[src/rtl/core/tvbu_pkg.sv]
// Package with op codes, tag constants and helper functions for the tagged value unit.
package tvbu_pkg;

  typedef enum logic [2:0] {
    OP_CLASSIFY   = 3'd0,
    OP_BOX_INT    = 3'd1,
    OP_BOX_REAL   = 3'd2,
    OP_UNBOX_REAL = 3'd3,
    OP_UNBOX_INT  = 3'd4
  } op_e;

  localparam logic [63:0] FixBias = 64'h1000_0000_0000_0000;
  localparam logic [63:0] NegBase = 64'hF000_0000_0000_0000;
  localparam logic [63:0] Flo2Tag = 64'h8000_0000_0000_0000;
  localparam logic [63:0] Low60   = 64'h0FFF_FFFF_FFFF_FFFF;
  localparam logic [15:0] PtrSet  = 16'h8001;
  localparam logic [15:0] FixSet  = 16'h6006;
  localparam logic [15:0] FloSet  = 16'h1918;
  localparam logic [15:0] I32Set  = 16'h4002;
  localparam logic [3:0]  TagFlo2 = 4'd8;
  localparam logic [63:0] IntMax  = 64'h7FFF_FFFF_FFFF_FFFF;
  localparam logic [63:0] IntMin  = 64'h8000_0000_0000_0000;

  // Decoded kind of the operand's tag for unboxing.
  typedef enum logic [2:0] {
    K_UNKNOWN = 3'd0,
    K_FIXPOS  = 3'd1,
    K_FIXNEG  = 3'd2,
    K_FLO1    = 3'd3,
    K_FLO2    = 3'd4
  } kind_e;

  function automatic kind_e kind_of(input logic [3:0] t);
    kind_e k;
    unique case (t)
      4'd1, 4'd2:                 k = K_FIXPOS;
      4'd13, 4'd14:               k = K_FIXNEG;
      4'd3, 4'd4, 4'd11, 4'd12:   k = K_FLO1;
      4'd8:                       k = K_FLO2;
      default:                    k = K_UNKNOWN;
    endcase
    return k;
  endfunction

endpackage

[src/rtl/core/tagged_value_box_unbox_unit.sv]
// Top level of the tagged value box and unbox unit, a four stage pipeline.
//
// Usage: one input channel (valid_i, stall_o, op_i, operand_i) and one result
// channel (valid_o, stall_i and the result fields). Each accepted beat gives
// exactly one result beat, in order. Ops are classify, box_int, box_real,
// unbox_real and unbox_int; codes 5 to 7 give an all-zero result.
// Throughput is one beat per cycle: every stage advances each cycle
// unless the result beat is stalled. The stages are decode and simple
// results; integer magnitude, leading-zero count and normalize shift, plus
// the double to integer shift; rounding and negation; tag flags and output.
// The integer to double conversion counts leading zeros and shifts in stage
// two and rounds in stage three. Double to integer shifts in stage two and
// negates in stage three.
// Reset clears all stage valid bits; no result is pending after reset.
// When stall_i is high the pipeline holds; stall_o rises only when the
// whole pipeline is full and the output is stalled, so bubbles are squeezed
// out and no beat is lost or repeated.
module tagged_value_box_unbox_unit (
  input  logic        clk_i,
  input  logic        rst_ni,
  input  logic        valid_i,
  output logic        stall_o,
  input  logic [2:0]  op_i,
  input  logic [63:0] operand_i,
  output logic        valid_o,
  input  logic        stall_i,
  output logic [63:0] result_bits_o,
  output logic [3:0]  tag_o,
  output logic        is_pointer_o,
  output logic        is_fixnum_o,
  output logic        is_flonum_o,
  output logic        is_int32_o,
  output logic        range_error_o,
  output logic        unknown_tag_o
);
  import tvbu_pkg::*;

  // Stage enables: a stage advances when it is empty or the next one moves.
  logic v1_q, v2_q, v3_q, v4_q;
  logic en1, en2, en3, en4;
  assign en4 = !v4_q || !stall_i;
  assign en3 = !v3_q || en4;
  assign en2 = !v2_q || en3;
  assign en1 = !v1_q || en2;
  assign stall_o = !en1;

  // ---------------- Stage 1: decode and simple results ------------------
  logic [63:0] s1_res_d, s1_word_d, s1_int_d;
  logic        s1_err_d, s1_unk_d, s1_zero_d;
  logic        s1_isreal_d, s1_toint_d, s1_tofloat_d;
  logic [63:0] s1_dbl_d;
  kind_e       kind;
  logic [63:0] iv;

  always_comb begin
    kind = kind_of(operand_i[63:60]);
    iv = (kind == K_FIXPOS) ? operand_i - FixBias : operand_i + FixBias;
    s1_res_d = '0;
    s1_word_d = operand_i;
    s1_err_d = 1'b0;
    s1_unk_d = 1'b0;
    s1_zero_d = 1'b0;
    s1_isreal_d = (kind == K_FLO1) || (kind == K_FLO2);
    s1_toint_d = 1'b0;
    s1_tofloat_d = 1'b0;
    s1_int_d = iv;
    s1_dbl_d = (kind == K_FLO2) ? {operand_i[59:0], 4'd0} : operand_i;
    unique case (op_i)
      OP_CLASSIFY: s1_res_d = operand_i;
      OP_BOX_INT: begin
        s1_err_d = (operand_i[63:61] != {3{operand_i[63]}});
        s1_res_d = operand_i[63] ? NegBase + operand_i : operand_i + FixBias;
        s1_word_d = s1_res_d;
      end
      OP_BOX_REAL: begin
        if (FloSet[operand_i[63:60]] && operand_i[63:60] != TagFlo2) begin
          s1_res_d = operand_i;
        end else begin
          s1_res_d = (((operand_i + 64'd8) >> 4) & Low60) | Flo2Tag;
        end
        s1_word_d = s1_res_d;
      end
      OP_UNBOX_REAL, OP_UNBOX_INT: begin
        if (kind == K_UNKNOWN) begin
          s1_unk_d = 1'b1;
        end else if (op_i == OP_UNBOX_REAL) begin
          if (s1_isreal_d) s1_res_d = s1_dbl_d;
          else s1_tofloat_d = 1'b1;
        end else begin
          if (s1_isreal_d) s1_toint_d = 1'b1;
          else s1_res_d = iv;
        end
      end
      default: s1_zero_d = 1'b1;
    endcase
  end

  logic [63:0] s1_res_q, s1_word_q, s1_int_q, s1_dbl_q;
  logic        s1_err_q, s1_unk_q, s1_zero_q, s1_toint_q, s1_tofloat_q;

  always_ff @(posedge clk_i or negedge rst_ni) begin
    if (!rst_ni) begin
      v1_q <= 1'b0;
    end else if (en1) begin
      v1_q <= valid_i;
    end
  end

  always_ff @(posedge clk_i) begin
    if (en1) begin
      s1_res_q <= s1_res_d;
      s1_word_q <= s1_word_d;
      s1_int_q <= s1_int_d;
      s1_dbl_q <= s1_dbl_d;
      s1_err_q <= s1_err_d;
      s1_unk_q <= s1_unk_d;
      s1_zero_q <= s1_zero_d;
      s1_toint_q <= s1_toint_d;
      s1_tofloat_q <= s1_tofloat_d;
    end
  end

  // ---------------- Stage 2: normalize / align -------------------------
  // Int to double: magnitude and leading-zero count, then left shift.
  // Double to int: right shift of the significand by the exponent.
  logic        sgn2;
  logic [63:0] mag2, norm2, fx2;
  logic [6:0]  lz2;
  logic [10:0] exp_in2;
  logic        sat2, nan2, small2;
  logic [11:0] sh2;

  always_comb begin
    sgn2 = s1_int_q[63];
    mag2 = sgn2 ? (~s1_int_q + 64'd1) : s1_int_q;
    lz2 = 7'd64;
    for (int i = 0; i < 64; i++) begin
      if (mag2[i]) lz2 = 7'(63 - i);
    end
    norm2 = mag2 << lz2[5:0];
    exp_in2 = s1_dbl_q[62:52];
    nan2 = (exp_in2 == 11'h7FF) && (s1_dbl_q[51:0] != '0);
    // Magnitude 2^63 or more saturates, except exactly -2^63.
    sat2 = !nan2 && (exp_in2 >= 11'd1086) &&
           !(s1_dbl_q[63] && exp_in2 == 11'd1086 && s1_dbl_q[51:0] == '0);
    small2 = exp_in2 < 11'd1023;
    sh2 = 12'd1075 - {1'b0, exp_in2};
    fx2 = '0;
    if (!small2 && !sat2) begin
      if (exp_in2 >= 11'd1075) fx2 = {11'd0, 1'b1, s1_dbl_q[51:0]} << (exp_in2 - 11'd1075);
      else fx2 = {11'd0, 1'b1, s1_dbl_q[51:0]} >> sh2[5:0];
    end
  end

  logic [63:0] s2_res_q, s2_word_q, s2_norm_q, s2_fx_q;
  logic [6:0]  s2_lz_q;
  logic        s2_sgn_q, s2_dsgn_q, s2_sat_q, s2_nan_q;
  logic        s2_err_q, s2_unk_q, s2_zero_q, s2_toint_q, s2_tofloat_q;

  always_ff @(posedge clk_i or negedge rst_ni) begin
    if (!rst_ni) begin
      v2_q <= 1'b0;
    end else if (en2) begin
      v2_q <= v1_q;
    end
  end

  always_ff @(posedge clk_i) begin
    if (en2) begin
      s2_res_q <= s1_res_q;
      s2_word_q <= s1_word_q;
      s2_norm_q <= norm2;
      s2_fx_q <= fx2;
      s2_lz_q <= lz2;
      s2_sgn_q <= sgn2;
      s2_dsgn_q <= s1_dbl_q[63];
      s2_sat_q <= sat2;
      s2_nan_q <= nan2;
      s2_err_q <= s1_err_q;
      s2_unk_q <= s1_unk_q;
      s2_zero_q <= s1_zero_q;
      s2_toint_q <= s1_toint_q;
      s2_tofloat_q <= s1_tofloat_q;
    end
  end

  // ---------------- Stage 3: round / negate -----------------------------
  logic [53:0] mant3;
  logic        rnd3;
  logic [10:0] exp3;
  logic [63:0] fbits3, ibits3, res3;
  logic        err3;

  always_comb begin
    // Round to nearest even on the 53-bit significand.
    rnd3 = s2_norm_q[10] && (s2_norm_q[11] || (s2_norm_q[9:0] != '0));
    mant3 = {1'b0, s2_norm_q[63:11]} + {53'd0, rnd3};
    exp3 = 11'(11'd1086 - {4'd0, s2_lz_q}) + {10'd0, mant3[53]};
    if (s2_lz_q == 7'd64) fbits3 = '0;
    else fbits3 = {s2_sgn_q, exp3, mant3[53] ? mant3[52:1] : mant3[51:0]};
    if (s2_nan_q) ibits3 = '0;
    else if (s2_sat_q) ibits3 = s2_dsgn_q ? IntMin : IntMax;
    else ibits3 = s2_dsgn_q ? (~s2_fx_q + 64'd1) : s2_fx_q;
    res3 = s2_res_q;
    err3 = s2_err_q;
    if (s2_tofloat_q) res3 = fbits3;
    if (s2_toint_q) begin
      res3 = ibits3;
      err3 = s2_nan_q || s2_sat_q;
    end
  end

  logic [63:0] s3_res_q, s3_word_q;
  logic        s3_err_q, s3_unk_q, s3_zero_q;

  always_ff @(posedge clk_i or negedge rst_ni) begin
    if (!rst_ni) begin
      v3_q <= 1'b0;
    end else if (en3) begin
      v3_q <= v2_q;
    end
  end

  always_ff @(posedge clk_i) begin
    if (en3) begin
      s3_res_q <= res3;
      s3_word_q <= s2_word_q;
      s3_err_q <= err3;
      s3_unk_q <= s2_unk_q;
      s3_zero_q <= s2_zero_q;
    end
  end

  // ---------------- Stage 4: flags and output register ------------------
  logic [3:0] t4;
  logic       i32_4;
  assign t4 = s3_word_q[63:60];
  assign i32_4 = I32Set[t4] && (s3_word_q[59:32] == {28{s3_word_q[31]}});

  logic [63:0] res_q;
  logic [3:0]  tag_q;
  logic        ptr_q, fix_q, flo_q, i32_q, err_q, unk_q;

  always_ff @(posedge clk_i or negedge rst_ni) begin
    if (!rst_ni) begin
      v4_q <= 1'b0;
    end else if (en4) begin
      v4_q <= v3_q;
    end
  end

  always_ff @(posedge clk_i) begin
    if (en4) begin
      if (s3_zero_q) begin
        res_q <= '0; tag_q <= '0; ptr_q <= 1'b0; fix_q <= 1'b0;
        flo_q <= 1'b0; i32_q <= 1'b0; err_q <= 1'b0; unk_q <= 1'b0;
      end else begin
        res_q <= s3_res_q; tag_q <= t4; ptr_q <= PtrSet[t4];
        fix_q <= FixSet[t4]; flo_q <= FloSet[t4]; i32_q <= i32_4;
        err_q <= s3_err_q; unk_q <= s3_unk_q;
      end
    end
  end

  assign valid_o = v4_q;
  assign result_bits_o = res_q;
  assign tag_o = tag_q;
  assign is_pointer_o = ptr_q;
  assign is_fixnum_o = fix_q;
  assign is_flonum_o = flo_q;
  assign is_int32_o = i32_q;
  assign range_error_o = err_q;
  assign unknown_tag_o = unk_q;

  // Checks on the pipeline control and the result flags.
  a_stall_full: assert property (@(posedge clk_i) disable iff (!rst_ni)
    stall_o |-> (v1_q && v2_q && v3_q && v4_q && stall_i))
    else $error("input stalled with room in the pipeline");
  a_out_hold: assert property (@(posedge clk_i) disable iff (!rst_ni)
    (valid_o && stall_i) |=> (valid_o && $stable(result_bits_o)))
    else $error("stalled result changed");
  a_flag_excl: assert property (@(posedge clk_i) disable iff (!rst_ni)
    valid_o |-> $onehot0({is_pointer_o, is_fixnum_o, is_flonum_o}))
    else $error("tag class flags overlap");
  a_unk_zero: assert property (@(posedge clk_i) disable iff (!rst_ni)
    (valid_o && unknown_tag_o) |-> (result_bits_o == '0 && !range_error_o))
    else $error("unknown tag with nonzero result");

endmodule

[config.mk]
export PLATFORM = sky130hd
export DESIGN_NAME = tagged_value_box_unbox_unit
export DESIGN_NICKNAME = d
export VERILOG_FILES = /design/src/rtl/core/tvbu_pkg.sv /design/src/rtl/core/tagged_value_box_unbox_unit.sv
export SDC_FILE = /design/constraint.sdc
export NUM_CORES = 2
export LEC_CHECK = 0
export ABC_AREA = 1
export BUFFER_PORTS_ARGS = -buffer_cell sky130_fd_sc_hd__buf_2
export CAP_MARGIN = 30
export CORE_MARGIN = 3
export CORE_UTILIZATION = 45
export CTS_CLUSTER_DIAMETER = 120
export DETAILED_ROUTE_END_ITERATION = 8
export GPL_TIMING_DRIVEN = 0
export PLACE_DENSITY_LB_ADDON = 0.12
export SLEW_MARGIN = 0
export SYNTH_ARGS = -nofsm -noshare
export SYNTH_HDL_FRONTEND = slang
export SYNTH_SLANG_ARGS = --single-unit
[constraint.sdc]
create_clock -name clk_i -period 15.7 [get_ports clk_i]
set_input_delay 1.57 -clock clk_i [delete_from_list [all_inputs] [get_ports clk_i]]
set_output_delay 1.57 -clock clk_i [all_outputs]
set_load 0.01 [all_outputs]
==> impl_metrics.py <==
metrics = {
    "run_status": {
        "status": "finished, final reports clean",
    },
    "route": {
        "vias": 44100,
        "drt_iter0_drc": 7289,
        "wl_per_cell_um": 27.3,
        "drc_errors": 0,
        "wirelength_um": 196000,
        "firstDrtPassIters": 7,
        "detail-route-antenna-nets": 0,
        "routed_via_density": 6.13,
    },
    "synth": {
        "async_flop_share_pct": 0.615,
        "syn_area_per_cell_um2": 7.78,
        "synth_edf_count": 645,
        "seq_area_frac_synth_pct": 44.5,
        "yosysUniqueCellTypes": 80,
        "syn_area_um2": 43800,
        "synth_seq_cells": 650,
        "synth_nets": 5712,
        "syn_inst": 5624,
        "ys.flop_type": "edfxtp_1",
        "ys_warn_count": 0,
    },
    "timing": {
        "fin_crit_sh_pct": 48.6,
        "fin_ws_ns": 8.07,
        "period_minus_slack_ns": 7.63,
        "drv_slew": 0,
        "skew_ns": 0.0300,
        "rsz0062_at_grt": "no",
        "relSlewSlack_pct": 21.5,
        "max_freq_mhz": 131,
        "worst_pin_slew_ns": 1.16,
        "holdWs_ns": 0.398,
        "finalHoldViolations": 0,
        "setup_viol": 0,
    },
    "die": {
        "die_y_um": 318,
        "dieArea_um2": 101000,
        "io_pins": 147,
        "initial_core_util_pct": 45.7,
        "fp.dieW_um": 318,
        "rows": 113,
        "core-area_um2": 95700,
    },
    "layout": {
        "final_common_cell": "nand2_1",
        "syn_to_final_growth_pct": 11.5,
        "drive_gt1_share_pct": 8.49,
        "fillCellCount": 9377,
        "multi_input_area_um2": 20600,
        "final_cell_mix": "nand2_1 (1333), edfxtp_1 (645), nand3_1 (639)",
        "seqCellArea_um2": 19500,
        "nets": 5946,
    },
    "pwr": {
        "p_leak_nw": 20.5,
        "power_density_nw_per_um2": 152,
        "ir_drop_mv": 0.110,
    },
    "placement": {
        "port_buffers": 146,
        "globalplace.congestion": 1.08,
        "place_ws_ns": 7.92,
        "dp_hpwl_um": 160000,
    },
    "clocking": {
        "cts_max_level": 3,
        "numClockSinks": 650,
        "insertion_delay_ns": 0.64,
        "numCtsBuffers": 71,
        "cts_hold_buf": 0,
        "cts_tree": "yes",
        "clockBufferDepth": 3,
        "cts_root_buf": "clkbuf_16",
        "clk_pin_slew_ns": 0.06,
        "postCtsSetupRepairBufs": 0,
        "post_cts_resized": 0,
    },
    "worst_setup_path": {
        "max_stage_delay_ns": 0.72,
        "crit_slowest_cell": "xor2_1",
        "cp-end-kind": "register",
        "path_max_fanout": 8,
        "startpoint_type": "register",
        "cp.required_ns": 16.06,
        "crit_buf_inv": 3,
        "critPathTopFamily": "simple AND/OR/NAND/NOR gates",
        "crit_type": "reg -> reg",
        "crit_top_cell": "nand2_1",
        "arrival_ns": 7.99,
    },
    "global_routing": {
        "met2_usage_pct": 51.1,
        "grt_busiest_layer": "met1",
        "grt.total_usage_pct": 37.3,
        "grtUsageMet1_pct": 56.1,
        "first_global_vias": 39000,
        "grt_max_degree": 121,
        "overflow": 0,
        "grt_pass1_wl_um": 276000,
        "use_met3_pct": 10.0,
        "antenna_found_initial": 16,
    },
    "hold_path": {
        "min_path_type": "reg -> reg",
    },
    "job": {
        "drv_cap": 0,
    },
}
==> logic make-up (layout without fill, tap and decap cells) <==
group | after synthesis | after routing | synth area share [%]
xor gates and xnor gates | 115 | 115 | 2.35
DFF | 650 | 650 | 44.5
other | 1 | 7 | 0.00857
and+or+nand+nor | 2782 | 2782 | 28.2
buffers and inverters | 896 | 1183 | 8.47
adders and majority gates | 17 | 17 | 0.486
muxes | 56 | 56 | 1.28
AOI/OAI and AO/OA | 1107 | 1107 | 14.6
==> synthesized netlist by cell type, types with 11 or more instances <==
master    instances  area, µm²
xor2_1           97        850
o21ai_0         572       2860
nand3_2          36        360
o221ai_1         19        166
clkbuf_1        212        796
buf_2            13       65.1
or2_2            65        407
clkinv_1         18       67.6
o211ai_1         57        428
o31ai_1          17        128
nor3_2           11        110
inv_1           545       2050
ha_1             17        213
nor4_1           52        325
nand2_1        1334       5010
a31oi_1          35        219
buf_4            19        143
edfxtp_1        645      19400
a32o_1           13        130
o21ai_1          12       60.1
a22oi_1          28        210
nand3_1         639       3200
inv_2            21       78.8
nand4_1          49        307
nor3_1          116        581
a22o_1           34        298
buf_1            33        124
mux2i_1          56        561
nand3b_1         16        120
xnor2_1          15        131
nor2_1          425       1600
a21oi_1         234       1170
==> area by class of cell <==
cell class	count	share of cell area, %
diodes	6	0.0308
multi-input cells	4078	42.2
plain buffers	312	3.11
repair buffers	161	1.97
clock buffers	85	3.92
well taps	1265	3.24
clock inverters	41	1.10
flip-flops and latches	650	39.9
inverters	584	4.52
==> worst register-to-register path, delay by kind of cell (launching register included) <==
kind                     cells  cell delay, ns
buffers and inverters        3            0.62
AO/OA/AOI/OAI                2            0.91
AND/OR/NAND/NOR             54            4.22
flip-flops                   1            0.62
adder cells (fa/ha/maj)      1            0.28
XOR/XNOR                     1            0.72
==> registers in the layout, summed over array words and instances (netlist names), 64 cells and up, named ones only <==
name	count
s1_res_q	64
s1_dbl_q	64
s1_int_q	64
s2_res_q	64
s3_res_q	64
result_bits_o	64
s2_norm_q	64
s2_fx_q	64
==> metal layers <==
| metal | vias to the layer above | part of all wire (%) | wire, µm |
|---|---|---|---|
| met5 | - | 0.0066 | 13 |
| met4 | 2 | 4.1 | 8080 |
| met3 | 382 | 13 | 25100 |
| met2 | 3019 | 39 | 77100 |
| met1 | 20800 | 44 | 85400 |
| li1 | 19800 | - | - |
==> path summary, 6_finish.rpt <==
kind | slack, ns | end | cells past startpoint | start
min reg2reg | 0.40 | s3_word_q[42] | 0 | s2_word_q[42]
max reg2reg | 8.07 | s2_norm_q[62] | 61 | s1_int_q[0]
max | 8.07 | s2_norm_q[62] | 61 | s1_int_q[0]
min | 0.40 | s3_word_q[42] | 0 | s2_word_q[42]
max in group asynchronous | 14.86 | v1_q | 1 | rst_ni
min in group asynchronous | 0.72 | valid_o | 1 | rst_ni
==> power breakdown <==
group | total (W) | internal [W] | switching [W] | leakage, nW
clock network | 0.00173 | 0.00104 | 0.000689 | 1.20
registers | 0.00263 | 0.00238 | 0.000250 | 6.86
logic | 0.00307 | 0.000799 | 0.00227 | 12.4
==> per-stage QoR <==
stage               instances  instance area (µm²)  total power, W  util, %  setup TNS [ns]
floorplan                5624                43800         0.00432        -               0
global placement         7035                46100         0.00558     48.1         -831.18
detailed placement       7048                46300         0.00555     48.4               0
CTS                      7174                48800         0.00729     50.9               0
global route             7178                48800         0.00772     51.0               0
finish                   7182                48800         0.00743     51.0               0
No activity file was read; power rests on OpenSTA's default activity.
